## src/rtl/core/swc_pkg.sv

```systemverilog
// Shared types and constants for the set-associative write-back cache.
// No dependencies; used by swc_ctrl, swc_dp and the top level.
package swc_pkg;

  localparam int unsigned WORD_W   = 32;
  localparam int unsigned ADDR_W   = 20;
  localparam int unsigned SETS     = 64;
  localparam int unsigned WAYS     = 4;
  localparam int unsigned WPL      = 4;
  localparam int unsigned SET_W    = $clog2(SETS);
  localparam int unsigned WAY_W    = $clog2(WAYS);
  localparam int unsigned WSEL_W   = $clog2(WPL);
  localparam int unsigned TAG_W    = ADDR_W - 6 - SET_W;
  localparam int unsigned LINE_W   = ADDR_W - 6;
  localparam int unsigned STAMP_W  = 32;
  localparam int unsigned CNT_W    = 32;
  localparam int unsigned IN_W     = 56;
  localparam int unsigned OUT_W    = 168;

  // hit/miss counter slots
  localparam logic [1:0] CNT_RD_HIT  = 2'd0;
  localparam logic [1:0] CNT_RD_MISS = 2'd1;
  localparam logic [1:0] CNT_WR_HIT  = 2'd2;
  localparam logic [1:0] CNT_WR_MISS = 2'd3;

  typedef logic [WORD_W-1:0] word_t;
  typedef word_t [WPL-1:0]   line_t;

  // one memory row holds every way of a set
  typedef struct packed {
    line_t [WAYS-1:0]                 words;
    logic  [WAYS-1:0][TAG_W-1:0]      tags;
    logic  [WAYS-1:0][STAMP_W-1:0]    stamps;
  } set_row_t;

  typedef struct packed {
    logic              load;
    logic              lookup;
    logic              miss;
    logic              update;
    logic              clr_we;
    logic [LINE_W-1:0] clr_addr;
  } ctl_t;

  typedef struct packed {
    logic hit;
    logic out_busy;
  } sts_t;

endpackage

```

## src/rtl/core/swc_ctrl.sv

```systemverilog
// Controller state machine of the cache: clearing pass, lookup, miss, update.
// Depends on swc_pkg; drives swc_dp through ctl_t and reads sts_t.
module swc_ctrl (
  input  logic          clk_i,
  input  logic          rst_ni,
  input  logic          s_tvalid_i,
  output logic          s_tready_o,
  input  swc_pkg::sts_t sts_i,
  output swc_pkg::ctl_t ctl_o
);

  localparam logic [2:0] ST_CLEAR  = 3'd0;
  localparam logic [2:0] ST_IDLE   = 3'd1;
  localparam logic [2:0] ST_LOOKUP = 3'd2;
  localparam logic [2:0] ST_MISS   = 3'd3;
  localparam logic [2:0] ST_UPDATE = 3'd4;

  logic [2:0]                 state_q, state_d;
  logic [swc_pkg::LINE_W-1:0] clr_q, clr_d;
  logic                       fire;

  assign s_tready_o = (state_q == ST_IDLE);
  assign fire       = s_tvalid_i && s_tready_o;

  always_comb begin
    state_d = state_q;
    clr_d   = clr_q;
    ctl_o   = '0;
    ctl_o.clr_addr = clr_q;
    case (state_q)
      ST_CLEAR: begin
        ctl_o.clr_we = 1'b1;
        clr_d = clr_q + 1'b1;
        if (&clr_q) state_d = ST_IDLE;
      end
      ST_IDLE: begin
        ctl_o.load = fire;
        if (fire) state_d = ST_LOOKUP;
      end
      ST_LOOKUP: begin
        ctl_o.lookup = 1'b1;
        state_d = sts_i.hit ? ST_UPDATE : ST_MISS;
      end
      ST_MISS: begin
        ctl_o.miss = 1'b1;
        state_d = ST_UPDATE;
      end
      ST_UPDATE: begin
        if (!sts_i.out_busy) begin
          ctl_o.update = 1'b1;
          state_d = ST_IDLE;
        end
      end
      default: state_d = ST_CLEAR;
    endcase
  end

  always_ff @(posedge clk_i or negedge rst_ni) begin
    if (!rst_ni) begin
      state_q <= ST_CLEAR;
      clr_q   <= '0;
    end else begin
      state_q <= state_d;
      clr_q   <= clr_d;
    end
  end

endmodule

```

## config.mk

```make
export PLATFORM = sky130hd
export DESIGN_NAME = swc_ctrl
export DESIGN_NICKNAME = d
export VERILOG_FILES = /design/src/rtl/core/swc_pkg.sv /design/src/rtl/core/swc_ctrl.sv
export SDC_FILE = /design/constraint.sdc
export NUM_CORES = 1
export LEC_CHECK = 0
export ABC_AREA = 0
export BUFFER_PORTS_ARGS = -buffer_cell sky130_fd_sc_hd__buf_2
export CAP_MARGIN = 10
export CORE_MARGIN = 1
export CORE_UTILIZATION = 53
export DETAILED_ROUTE_END_ITERATION = 6
export PLACE_DENSITY_LB_ADDON = 0.05
export SLEW_MARGIN = 20
export SYNTH_ARGS = -nofsm -noshare
export SYNTH_HDL_FRONTEND = slang
export SYNTH_SLANG_ARGS = --single-unit
```

## constraint.sdc

```tcl
create_clock -name clk_i -period 2.7 [get_ports clk_i]
set_input_delay 0.135 -clock clk_i [delete_from_list [all_inputs] [get_ports clk_i]]
set_output_delay 0.135 -clock clk_i [all_outputs]
set_load 0.05 [all_outputs]
```

# Yosys cells after proc, flatten, opt, wreduce, memory -nomap -nowiden
# Index checks and enable logic that the tools add are counted.
[totals] regBits=17 latch_bits=0 mem_bits_rw=0 rom_bits=0 input_bits=5 out_inout_bits=20 elab_cells=25 n_memories=0
[op_classes] add_sub_neg=1 n_mul=0 div=0 magnitude_cmp=0 n_eq_ne=7 n_shift=0 muxes=11 bitwise_logic=0 reduce_logical=4
[ops] operator="one-hot mux 3 bit (5 select lines)" n=1
[ops] operator="adder 14 x 1 -> 14 bit, second input constant" n=1
[ops] operator="AND reduction 14 bit" n=1
[ops] operator="2-to-1 mux 3 bit" n=4
[ops] operator="equality test 3 x 2 -> 1 bit, second input constant" n=2
[ops] operator="2-to-1 mux 1 bit" n=6
[ops] operator="inequality test 2 bit, second input constant" n=2
[ops] operator="equality test 3 x 1 -> 1 bit, second input constant" n=1
[ops] operator="equality test 3 bit, second input constant" n=1
[ops] operator="logical NOT 3 bit" n=1
[ops] operator="AND reduction 3 bit" n=1
[ops] operator="inequality test 2 x 1 -> 1 bit, second input constant" n=1
[ops] operator="logical AND 1 bit" n=1

# Logic depth before layout (Yosys ltp)
# Gate-level depths: netlist of the first run.
[logic_depth] ltp_word=4 ltp_mapped=5

# Least setup slack after synthesis of the first run
# Ideal clock, no wire load.
[synth_timing] path_kind="reg2out" start="register state_q[0]" end="output port ctl_o[18] (netlist bit)" arrival_time_ps=2275 path_slack_ps=290 stages_incl_launch_ff=5 path_cell_list="dfrtp_1 > buf_4 > inv_1 > nor3_1 > and2_1"
[synth_lines] item="start, declared" line="swc_ctrl.sv:18" text="logic [2:0] state_q, state_d;"
[synth_lines] item="start signal, assigned" line="swc_ctrl.sv:63" text="state_q <= state_d;"
[synth_lines] item="end, declared" line="swc_ctrl.sv:9" text="output swc_pkg::ctl_t ctl_o"

==> results of run 1 <==
==> synth_stat cells (all sizes together) <==
cell    number
nand2        5
and3         1
and4         2
o21ai        2
xnor2       10
nor3         2
nand3b       1
or2b         1
a21oi        2
xor2         3
nand4        4
and2         1
nor2         8
mux2         1
clkbuf       1
inv          1
nand2b       2
nor3b        1
a41o         1
nand3        6
nor4b        3
buf          2
dfrtp       17
ha           1
o32ai        1
==> worst reg2reg max path: cells and delay by family, from the launching register on <==
kind,cells,cell delay (ps)
and+or+nand+nor,3,770
DFF,1,490
xor gates and xnor gates,1,140
==> cell type report <==
type / instances / area (sq um)
Fill cell: 137 / 502
Sequential cell: 17 / 425
Multi-Input combinational cell: 58 / 399
Timing Repair Buffer: 25 / 130
Clock buffer: 4 / 26.3
Tap cell: 16 / 20.0
Inverter: 1 / 3.75
==> flip-flops by register name, summed over array words and instances, names as in the netlist <==
| signal | cells |
|---|---|
| clr_q | 14 |
| state_q | 3 |
==> kinds of logic (layout without fill, tap and decap cells) <==
| kind of cell | after synthesis | count (layout) | share of synthesized area |
|---|---|---|---|
| and+or+nand+nor | 37 | 37 | 0.262 |
| DFF | 17 | 17 | 0.500 |
| xor gates and xnor gates | 13 | 13 | 0.134 |
| AOI/OAI and AO/OA | 6 | 6 | 0.0456 |
| buffers and inverters | 4 | 30 | 0.0309 |
| adders and majority gates | 1 | 1 | 0.0147 |
| muxes | 1 | 1 | 0.0132 |
==> stage by stage <==
| stage | area (sq um) | utilization | cells | hold slack [ps] |
|---|---|---|---|---|
| after detailed placement | 968 | 0.643 | 116 | 77.8 |
| after global routing | 1000 | 0.667 | 121 | 142 |
| final | 1000 | 0.667 | 121 | 138 |
| after CTS | 1000 | 0.667 | 121 | 131 |
| after floorplan | 851 | - | 79 | -161 |
| after global placement | 968 | 0.643 | 116 | 75.3 |
==> layer usage <==
layer	vias up	GRT usage	wire length (um)
met4	0	0.0938	10
met1	307	0.252	749
li1	329	-	-
met3	2	0.0259	59
met5	-	0	0
met2	15	0.306	729
==> worst max path at each step <==
| stage | startpoint | slack, ps | depth (start not counted) | end |
|---|---|---|---|---|
| 6_report | state_q[0]$_DFFE_PN0P_ | 960 | 2 | ctl_o[14] |
| 5_1_grt | state_q[0]$_DFFE_PN0P_ | 800 | 4 | ctl_o[18] |
| 4_1_cts | state_q[0]$_DFFE_PN0P_ | 920 | 2 | ctl_o[14] |
| 3_5_place_dp | state_q[0]$_DFFE_PN0P_ | 1190 | 4 | clr_q[7]$_DFFE_PN0N_ |
| 3_3_place_gp | state_q[0]$_DFFE_PN0P_ | 1220 | 4 | clr_q[7]$_DFFE_PN0N_ |
| 2_1_floorplan | state_q[0]$_DFFE_PN0P_ | 290 | 4 | ctl_o[18] |
==> timing repair <==
action,4_1_cts,5_1_grt
setup buffers,0,0
endpoints found under the hold margin,17,0
hold buffers,1,0
==> report_power, final <==
part	leakage (uW)	internal [uW]	switching, uW
clock	0.0000150	57.3	73.4
sequential	0.000223	325	117
combinational	0.000251	190	412
total	0.000489	572	603
==> qor.json, run 1 <==
{
  "status": {"value": "complete, no violations"},
  "initial_core_util": {"value": 0.565},
  "reg2reg_to": {"value": "clr_q[7]$_DFFE_PN0N_"},
  "core": {"value": 0.00151, "unit": "sq mm"},
  "maxSlewViolCount": {"value": 0},
  "detail_route.drc_violations": {"value": 0},
  "routedWlPerCell": {"value": 12.8, "unit": "um"},
  "antenna_left": {"value": 0},
  "setup_viol": {"value": 0},
  "critical_path.cell_chain": {"value": "nor3_1, buf_2"},
  "crit_path_start_kind": {"value": "register"},
  "critical_path_peak_fanout": {"value": 11},
  "holdCritPathClass": {"value": "in -> reg"},
  "timing.critical_path.required": {"value": 2570, "unit": "ps"},
  "worst_setup_path_end_kind": {"value": "output port"},
  "critical-path-top-delay-family": {"value": "flip-flops"},
  "worst_margin_pin_slew": {"value": 474, "unit": "ps"},
  "final_net_count": {"value": 112},
  "postSynthAreaPerCell": {"value": 10.8, "unit": "sq um"},
  "finalSetupTns": {"value": 0, "unit": "ps"},
  "num_cts_buffers": {"value": 3},
  "timing_worst_setup_path_type": {"value": "reg -> out"},
  "postLayoutSetupSlackWorst": {"value": 961, "unit": "ps"},
  "reg2reg_setup_slack": {"value": 1180, "unit": "ps"},
  "clock_tree.htree_level_count": {"value": 1},
  "final_layout_size_suffix_gt1_frac": {"value": 0.286},
  "clock_latency": {"value": 280, "unit": "ps"},
  "totalPowerFinal": {"value": 1170, "unit": "uW"},
  "die_extent_in_y": {"value": 42.1, "unit": "um"},
  "final.period_utilization": {"value": 0.644},
  "gp_routability_congestion": {"value": 0.777},
  "drv_cap": {"value": 0},
  "power_per_cell_area": {"value": 1170, "unit": "mW/mm^2"},
  "grt_antenna_before_repair": {"value": 0},
  "yosysTopAreaCellShare": {"value": 0.500},
  "cpPeakStageDelay": {"value": 510, "unit": "ps"},
  "root_buffer": {"value": "sky130_fd_sc_hd__clkbuf_4"},
  "layout_commonest_cell": {"value": "sky130_fd_sc_hd__buf_2"},
  "most-common-layout-cells": {"value": "24 x sky130_fd_sc_hd__buf_2, 17 x sky130_fd_sc_hd__dfrtp_1, 10 x sky130_fd_sc_hd__xnor2_1, 8 x sky130_fd_sc_hd__nor2_1, 6 x sky130_fd_sc_hd__nand3_1"},
  "horizontal_die_dimension": {"value": 42.1, "unit": "um"},
  "worstHoldPathCells": {"value": 3},
  "largest_voltage_drop_on_the_vdd_net": {"value": 0.000758, "unit": "V"},
  "antenna_cells": {"value": 0},
  "clk_pin_slew_worst_paths": {"value": 90, "unit": "ps"},
  "hold_path_startpoint": {"value": "s_tvalid_i"},
  "site_rows": {"value": 14},
  "tritoncts": {"value": "done"},
  "ys_types": {"value": 28},
  "num_clock_sinks": {"value": 17},
  "slew-limit-headroom": {"value": 0.681},
  "fmax": {"value": 575, "unit": "MHz"},
  "global_route_wire_length_before_repair": {"value": 2540, "unit": "um"},
  "r2r_start": {"value": "state_q[1]$_DFFE_PN0P_"},
  "ys_warn_count": {"value": 0},
  "crit_slowest_cell": {"value": "sky130_fd_sc_hd__dfrtp_1"},
  "synth.area.top_cells": {"value": "sky130_fd_sc_hd__dfrtp_1 50%, sky130_fd_sc_hd__xnor2_1 10%, sky130_fd_sc_hd__nand3_1 3.5%"},
  "grt_overflow_total": {"value": 0},
  "postSynthCellCount": {"value": 79},
  "finalCriticalPeriod": {"value": 1740, "unit": "ps"},
  "ys_ff_latch": {"value": 17},
  "final-hold-violation-count": {"value": 0},
  "initialDrtViolationCount": {"value": 8},
  "dr.pass1.iters": {"value": 3},
  "static-leakage-power": {"value": 0.000489, "unit": "uW"},
  "yosys.area.top_type": {"value": "sky130_fd_sc_hd__dfrtp_1"},
  "rsz_0062_raised_after_global_routing": {"value": "no"},
  "mappedNetlistArea": {"value": 851, "unit": "sq um"},
  "final.setup_skew": {"value": 0.931, "unit": "ps"},
  "clk_path_buf_depth": {"value": 2},
  "first_global_vias": {"value": 596},
  "route.detailed.vias_per_inst": {"value": 5.40},
  "signal_arrival_time_at_the_worst_endpoint": {"value": 1600, "unit": "ps"},
  "worstRegToRegCells": {"value": 4},
  "routed-via-count": {"value": 653},
  "grt_start_max_net_pins": {"value": 18},
  "synth-seq-area-share": {"value": 0.500},
  "ioPinCount": {"value": 25},
  "route.final.wire_length": {"value": 1550, "unit": "um"},
  "numPortBuffers": {"value": 24},
  "grt_util_all_layers": {"value": 0.190},
  "synth_fp_nets": {"value": 85},
  "areaGrowthSynthToFinish": {"value": 18.1, "unit": "%"},
  "dpl_worst_slack": {"value": 1190, "unit": "ps"},
  "critPathBufInv": {"value": 1},
  "dpl.hpwl": {"value": 1150, "unit": "um"},
  "die_area": {"value": 0.00177, "unit": "sq mm"},
  "cts.repair.resized": {"value": 0},
  "timing.hold.worst_endpoint": {"value": "state_q[1]$_DFFE_PN0P_"}
}
Power figures use the tool's default switching activity.
==> run 2, diff against run 1 <==
Settings changed: CORE_UTILIZATION 53 to 49.
Clock period 2.7 ns to 1.7 ns, I/O delays scaled along.
==> run 2 against run 1 <==
Net effect:
- the run now ends with design-rule violations left
- global-route usage shrank 0.45 points
- wire length up 1.6%
- clock power up 60%
- setup slack lost 870 ps
- sequential power increased by 50%
- die area increased by 7.8%
- sequential share of layout area fell by 2.4 points
- non-clock buffer count grew 3
- first-iteration DRC count grew to 2.6 times the previous value
- critical endpoint is now ctl_o[16]
- critical path type unchanged
==> qor.json, run 2 (same netlist as run 1, synthesis figures left out) <==
{
  "status": {"value": "finished with violations"},
  "static-leakage-power": {"value": 0.000513, "unit": "uW"},
  "clock_tree.htree_level_count": {"value": 1},
  "ioPinCount": {"value": 25},
  "setup.worst_path.start": {"value": "state_q[2]$_DFFE_PN0P_"},
  "top_regs": {"value": "clr_q (14), state_q (3)"},
  "tritoncts": {"value": "done"},
  "clock_latency": {"value": 280, "unit": "ps"},
  "dr.pass1.iters": {"value": 6},
  "totalPowerFinal": {"value": 1960, "unit": "uW"},
  "grt_overflow_total": {"value": 0},
  "clk_path_buf_depth": {"value": 2},
  "reg2reg_setup_slack": {"value": 300, "unit": "ps"},
  "crit_slowest_cell": {"value": "sky130_fd_sc_hd__dfrtp_1"},
  "final.setup_skew": {"value": 2.14, "unit": "ps"},
  "r2r_start": {"value": "state_q[1]$_DFFE_PN0P_"},
  "final-hold-violation-count": {"value": 0},
  "die_area": {"value": 0.00191, "unit": "sq mm"},
  "postLayoutCoreUtil": {"value": 0.683},
  "route.final.wire_length": {"value": 1570, "unit": "um"},
  "horizontal_die_dimension": {"value": 43.7, "unit": "um"},
  "wl_met1": {"value": 733, "unit": "um"},
  "num_clock_sinks": {"value": 17},
  "gp_routability_congestion": {"value": 0.766},
  "clk_pin_slew_worst_paths": {"value": 90, "unit": "ps"},
  "holdCritPathClass": {"value": "in -> reg"},
  "numPortBuffers": {"value": 24},
  "core": {"value": 0.00156, "unit": "sq mm"},
  "detail_route.drc_violations": {"value": 2},
  "die_extent_in_y": {"value": 43.7, "unit": "um"},
  "wl_met2": {"value": 748, "unit": "um"},
  "route.detailed.vias_per_inst": {"value": 5.48},
  "critical_path.cell_chain": {"value": "buf_4, or2b_1, nor2_1, buf_2"},
  "grt_util_all_layers": {"value": 0.185},
  "dpl.hpwl": {"value": 1170, "unit": "um"},
  "first_global_vias": {"value": 606},
  "timing_worst_setup_path_type": {"value": "reg -> out"},
  "worstRegToRegCells": {"value": 4},
  "hold_ws": {"value": 89.5, "unit": "ps"},
  "finalCriticalPeriod": {"value": 1610, "unit": "ps"},
  "violations": {"value": "design-rule violations"},
  "final_net_count": {"value": 115},
  "root_buffer": {"value": "sky130_fd_sc_hd__clkbuf_4"},
  "cpPeakStageDelay": {"value": 430, "unit": "ps"},
  "layout_commonest_cell": {"value": "sky130_fd_sc_hd__buf_2"},
  "routedWlPerCell": {"value": 12.7, "unit": "um"},
  "power_per_cell_area": {"value": 1840, "unit": "mW/mm^2"},
  "routed-via-count": {"value": 680},
  "signal_arrival_time_at_the_worst_endpoint": {"value": 1520, "unit": "ps"},
  "final.period_utilization": {"value": 0.946},
  "largest_voltage_drop_on_the_vdd_net": {"value": 0.00114, "unit": "V"},
  "drv_cap": {"value": 0},
  "num_cts_buffers": {"value": 3},
  "final_layout_size_suffix_gt1_frac": {"value": 0.333},
  "initial_core_util": {"value": 0.546},
  "timing.critical_path.required": {"value": 1620, "unit": "ps"},
  "most-common-layout-cells": {"value": "22 x sky130_fd_sc_hd__buf_2, 17 x sky130_fd_sc_hd__dfrtp_1, 10 x sky130_fd_sc_hd__xnor2_1, 8 x sky130_fd_sc_hd__nor2_1, 6 x sky130_fd_sc_hd__nand3_1"},
  "initialDrtViolationCount": {"value": 21},
  "antenna_left": {"value": 0},
  "setup_viol": {"value": 0},
  "reg2reg_to": {"value": "clr_q[7]$_DFFE_PN0N_"},
  "rsz_0062_raised_after_global_routing": {"value": "no"},
  "grt_start_max_net_pins": {"value": 18},
  "final_cells": {"value": 124},
  "grt_antenna_before_repair": {"value": 0},
  "cts_setup_buffers": {"value": 0},
  "slew-limit-headroom": {"value": 0.754},
  "worst_margin_pin_slew": {"value": 370, "unit": "ps"},
  "fmax": {"value": 622, "unit": "MHz"},
  "flip_flop_count_of_the_largest_register_all_copies_and_words_added": {"value": 14},
  "fillerInstances": {"value": 131},
  "crit_path_start_kind": {"value": "register"},
  "finalSetupTns": {"value": 0, "unit": "ps"},
  "largest_register_by_flop_count": {"value": "clr_q"},
  "routed-wl-met3": {"value": 71, "unit": "um"},
  "highest-signal-layer": {"value": "met4"},
  "antenna_cells": {"value": 0},
  "site_rows": {"value": 14},
  "areaGrowthSynthToFinish": {"value": 25.1, "unit": "%"},
  "post-place-cells": {"value": 119},
  "worst_setup_path_end_kind": {"value": "output port"},
  "critical_path_peak_fanout": {"value": 10},
  "global_route_wire_length_before_repair": {"value": 2600, "unit": "um"},
  "endpoint": {"value": "ctl_o[16]"},
  "maxSlewViolCount": {"value": 0}
}
[run 2: cell count changes in the layout (fill, tap and decap cells not counted)]
| cell | previous run | this run |
|---|---|---|
| sky130_fd_sc_hd__buf_2 | 24 | 22 |
| sky130_fd_sc_hd__nor4b_2 | 0 | 1 |
| sky130_fd_sc_hd__clkbuf_4 | 3 | 4 |
| sky130_fd_sc_hd__buf_4 | 0 | 3 |
| sky130_fd_sc_hd__buf_6 | 0 | 1 |
| sky130_fd_sc_hd__nor3_4 | 0 | 2 |
| sky130_fd_sc_hd__nor3_1 | 2 | 0 |
| sky130_fd_sc_hd__nor4b_1 | 2 | 1 |
[run 2: repair_timing]
| item | 4_1_cts | 5_1_grt |
|---|---|---|
| gates resized for setup | 0 | 4 |
| endpoints found under the hold margin | 17 | 0 |
| hold buffers | 1 | 0 |
| endpoints found under the setup margin | 0 | 2 |
[run 2: layout make-up]
cell class | instances | area, sq um | share of cell area
well taps | 16 | 20.0 | 0.0188
inverters | 1 | 3.75 | 0.00353
repair buffers | 28 | 161 | 0.152
flip-flops and latches | 17 | 425 | 0.400
clock buffers | 4 | 26.3 | 0.0247
multi-input cells | 58 | 428 | 0.402
[run 2: where the power goes]
group	switching, uW	leakage, uW	internal (uW)
combinational	726	0.000275	359
clock	119	0.0000150	91.1
sequential	148	0.000223	517
total	993	0.000513	968
[run 2: per-stage QoR]
step | area (sq um) | setup slack (ps)
final | 1060 | 92.5
after global routing | 1060 | 3.46
after CTS | 1060 | 45.4
after detailed placement | 1020 | 312
after global placement | 1020 | 342
after floorplan | 880 | -85.1
[run 2: critical path: cells and delay by family, from the launching register on]
kind,cells,cell delay [ps]
buffers and inverters,2,450
flip-flops,1,430
AND/OR/NAND/NOR,2,360
[run 2: how the worst min path moves through the flow]
stage	startpoint	endpoint	slack (ps)	cells after the start
5_1_grt	sts_i[0]	state_q[2]$_DFFE_PN0P_	100	3
3_5_place_dp	rst_ni	clr_q[11]$_DFFE_PN0N_	20	1
4_1_cts	s_tvalid_i	state_q[1]$_DFFE_PN0P_	80	3
6_report	s_tvalid_i	state_q[1]$_DFFE_PN0P_	90	3
2_1_floorplan	rst_ni	clr_q[0]$_DFFE_PN0N_	-210	0
3_3_place_gp	rst_ni	clr_q[11]$_DFFE_PN0N_	20	1
[run 2: routing by layer]
metal | GRT usage | vias to the layer above
li1 | - | 337
met1 | 0.250 | 321
met2 | 0.284 | 20
met3 | 0.0375 | 2
met4 | 0.0938 | 0
met5 | 0 | -
==> run 3, diff against run 2 <==
Settings changed: SETUP_SLACK_MARGIN set to 0.15, SLEW_MARGIN 20 to unset.
==> run 3 against run 2 <==
Net effect:
- the flow still finishes with violations (design-rule violations)
- die area is the same
- wire length increased by 23%
- via count increased by 8.4%
- setup slack improved by 76 ps
- total power grew 10%
- highest routed layer unchanged
==> qor.json, run 3 (same netlist as run 1, synthesis figures left out) <==
{
  "status": {"value": "finished with violations"},
  "violations": {"value": "design-rule violations"},
  "setup_viol": {"value": 0},
  "num_clock_sinks": {"value": 17},
  "static-leakage-power": {"value": 0.000574, "unit": "uW"},
  "signal_arrival_time_at_the_worst_endpoint": {"value": 1450, "unit": "ps"},
  "routedWlPerCell": {"value": 14.6, "unit": "um"},
  "worst_margin_pin_slew": {"value": 376, "unit": "ps"},
  "reg2reg_to": {"value": "clr_q[7]$_DFFE_PN0N_"},
  "flip_flop_count_of_the_largest_register_all_copies_and_words_added": {"value": 14},
  "largest_voltage_drop_on_the_vdd_net": {"value": 0.00115, "unit": "V"},
  "first_global_vias": {"value": 662},
  "gp_routability_congestion": {"value": 0.716},
  "root_buffer": {"value": "sky130_fd_sc_hd__clkbuf_4"},
  "tritoncts": {"value": "done"},
  "rsz_0062_raised_after_global_routing": {"value": "yes"},
  "antenna_left": {"value": 0},
  "critical_path_peak_fanout": {"value": 6},
  "endpoint": {"value": "ctl_o[18]"},
  "hold_ws": {"value": 66.4, "unit": "ps"},
  "finalSetupTns": {"value": 0, "unit": "ps"},
  "grt_overflow_total": {"value": 0},
  "layout_commonest_cell": {"value": "sky130_fd_sc_hd__buf_2"},
  "postLayoutSetupSlackWorst": {"value": 168, "unit": "ps"},
  "fmax": {"value": 653, "unit": "MHz"},
  "most-common-layout-cells": {"value": "18 x sky130_fd_sc_hd__buf_2, 15 x sky130_fd_sc_hd__dfrtp_1, 9 x sky130_fd_sc_hd__xnor2_1, 9 x sky130_fd_sc_hd__buf_4"},
  "timing_worst_setup_path_type": {"value": "reg -> out"},
  "areaGrowthSynthToFinish": {"value": 41.5, "unit": "%"},
  "r2r_start": {"value": "state_q[0]$_DFFE_PN0P_"},
  "num_cts_buffers": {"value": 3},
  "final.setup_skew": {"value": 2.87, "unit": "ps"},
  "antenna_cells": {"value": 0},
  "ioPinCount": {"value": 25},
  "clock_latency": {"value": 290, "unit": "ps"},
  "initialDrtViolationCount": {"value": 9},
  "global_route_wire_length_before_repair": {"value": 2940, "unit": "um"},
  "drv_cap": {"value": 0},
  "final-hold-violation-count": {"value": 0},
  "post-place-cells": {"value": 119},
  "final_net_count": {"value": 124},
  "route.detailed.vias_per_inst": {"value": 5.54},
  "largest_register_by_flop_count": {"value": "clr_q"},
  "cpPeakStageDelay": {"value": 380, "unit": "ps"},
  "setup.worst_path.start": {"value": "state_q[0]$_DFFE_PN0P_"},
  "site_rows": {"value": 14},
  "dr.pass1.iters": {"value": 6},
  "initial_core_util": {"value": 0.546},
  "numPortBuffers": {"value": 24},
  "maxSlewViolCount": {"value": 0},
  "die_area": {"value": 0.00191, "unit": "sq mm"},
  "crit_path_start_kind": {"value": "register"},
  "core": {"value": 0.00156, "unit": "sq mm"},
  "finalCriticalPeriod": {"value": 1530, "unit": "ps"},
  "clock_tree.htree_level_count": {"value": 1},
  "final_cells": {"value": 133},
  "clk_path_buf_depth": {"value": 2},
  "detail_route.drc_violations": {"value": 2},
  "power_per_cell_area": {"value": 1790, "unit": "mW/mm^2"},
  "grt_start_max_net_pins": {"value": 18},
  "timing.critical_path.required": {"value": 1620, "unit": "ps"},
  "die_extent_in_y": {"value": 43.7, "unit": "um"},
  "slew-limit-headroom": {"value": 0.749},
  "final.period_utilization": {"value": 0.901},
  "top_regs": {"value": "clr_q (14), state_q (3)"},
  "worst_setup_path_end_kind": {"value": "output port"},
  "dpl.hpwl": {"value": 1240, "unit": "um"},
  "critical_path.cell_chain": {"value": "buf_6, clkinvlp_4, nor3_4, and2_4, buf_8"},
  "clk_pin_slew_worst_paths": {"value": 100, "unit": "ps"},
  "worstRegToRegCells": {"value": 5},
  "routed-via-count": {"value": 737},
  "route.final.wire_length": {"value": 1940, "unit": "um"},
  "grt_util_all_layers": {"value": 0.217},
  "holdCritPathClass": {"value": "in -> reg"},
  "reg2reg_setup_slack": {"value": 190, "unit": "ps"},
  "grt_antenna_before_repair": {"value": 0},
  "horizontal_die_dimension": {"value": 43.7, "unit": "um"},
  "dpl_worst_slack": {"value": 308, "unit": "ps"},
  "crit_slowest_cell": {"value": "sky130_fd_sc_hd__dfrtp_1"},
  "fillerInstances": {"value": 111},
  "final_layout_size_suffix_gt1_frac": {"value": 0.462}
}
run 3: changes by cell type in the layout (fill, tap and decap cells not counted), sizes merged:
| cell | previous run | this run |
|---|---|---|
| clkinvlp | 0 | 1 |
| clkbuf | 5 | 7 |
| buf | 26 | 33 |
| inv | 1 | 0 |
run 3: worst min path at each step:
stage                     cells after the start                endpoint  startpoint  slack, ps
after floorplan                               0    clr_q[0]$_DFFE_PN0N_      rst_ni       -210
after global placement                        1   clr_q[11]$_DFFE_PN0N_      rst_ni         20
after detailed placement                      1   clr_q[11]$_DFFE_PN0N_      rst_ni         20
after CTS                                     3  state_q[1]$_DFFE_PN0P_  s_tvalid_i         70
after global routing                          3  state_q[1]$_DFFE_PN0P_  s_tvalid_i         80
final                                         3  state_q[1]$_DFFE_PN0P_  s_tvalid_i         70
run 3: metal layers:
metal | vias to the layer above | track usage | share of wire
met5 | - | 0 | 0
met4 | 0 | 0.144 | 0.026
met3 | 5 | 0.0542 | 0.037
met2 | 18 | 0.346 | 0.54
met1 | 355 | 0.259 | 0.39
li1 | 359 | - | -
run 3: area by class of cell:
type / instances / area, sq um / share of cell area
flip-flops and latches: 17 / 428 / 0.356
inverters: 1 / 7.51 / 0.00624
well taps: 16 / 20.0 / 0.0166
repair buffers: 37 / 262 / 0.217
multi-input cells: 58 / 460 / 0.383
clock buffers: 4 / 26.3 / 0.0218
run 3: stage by stage:
step / cell area [sq um] / utilization / total power (uW)
detailed placement: 1030 / 0.662 / 1780
global route: 1200 / 0.772 / 2270
floorplan: 892 / - / 1540
global placement: 1030 / 0.662 / 1760
finish: 1200 / 0.772 / 2160
CTS: 1110 / 0.713 / 2050
run 3: power by group:
group / switching [uW] / internal [uW]
Clock: 127 / 91.5
Combinational: 793 / 485
Sequential: 140 / 522
run 3: what timing repair did:
action | CTS | global route
resized for setup | 7 | 13
hold buffers | 1 | 0
pin swaps | 0 | 3
hold endpoints to repair | 17 | 0
setup buffers | 3 | 6
setup endpoints to repair | 5 | 13
run 3: worst max-delay path, delay by kind of cell (launching register included):
| family | cells | cell delay [ps] |
|---|---|---|
| buffers and inverters | 3 | 420 |
| flip-flops | 1 | 380 |
| AND/OR/NAND/NOR | 2 | 350 |
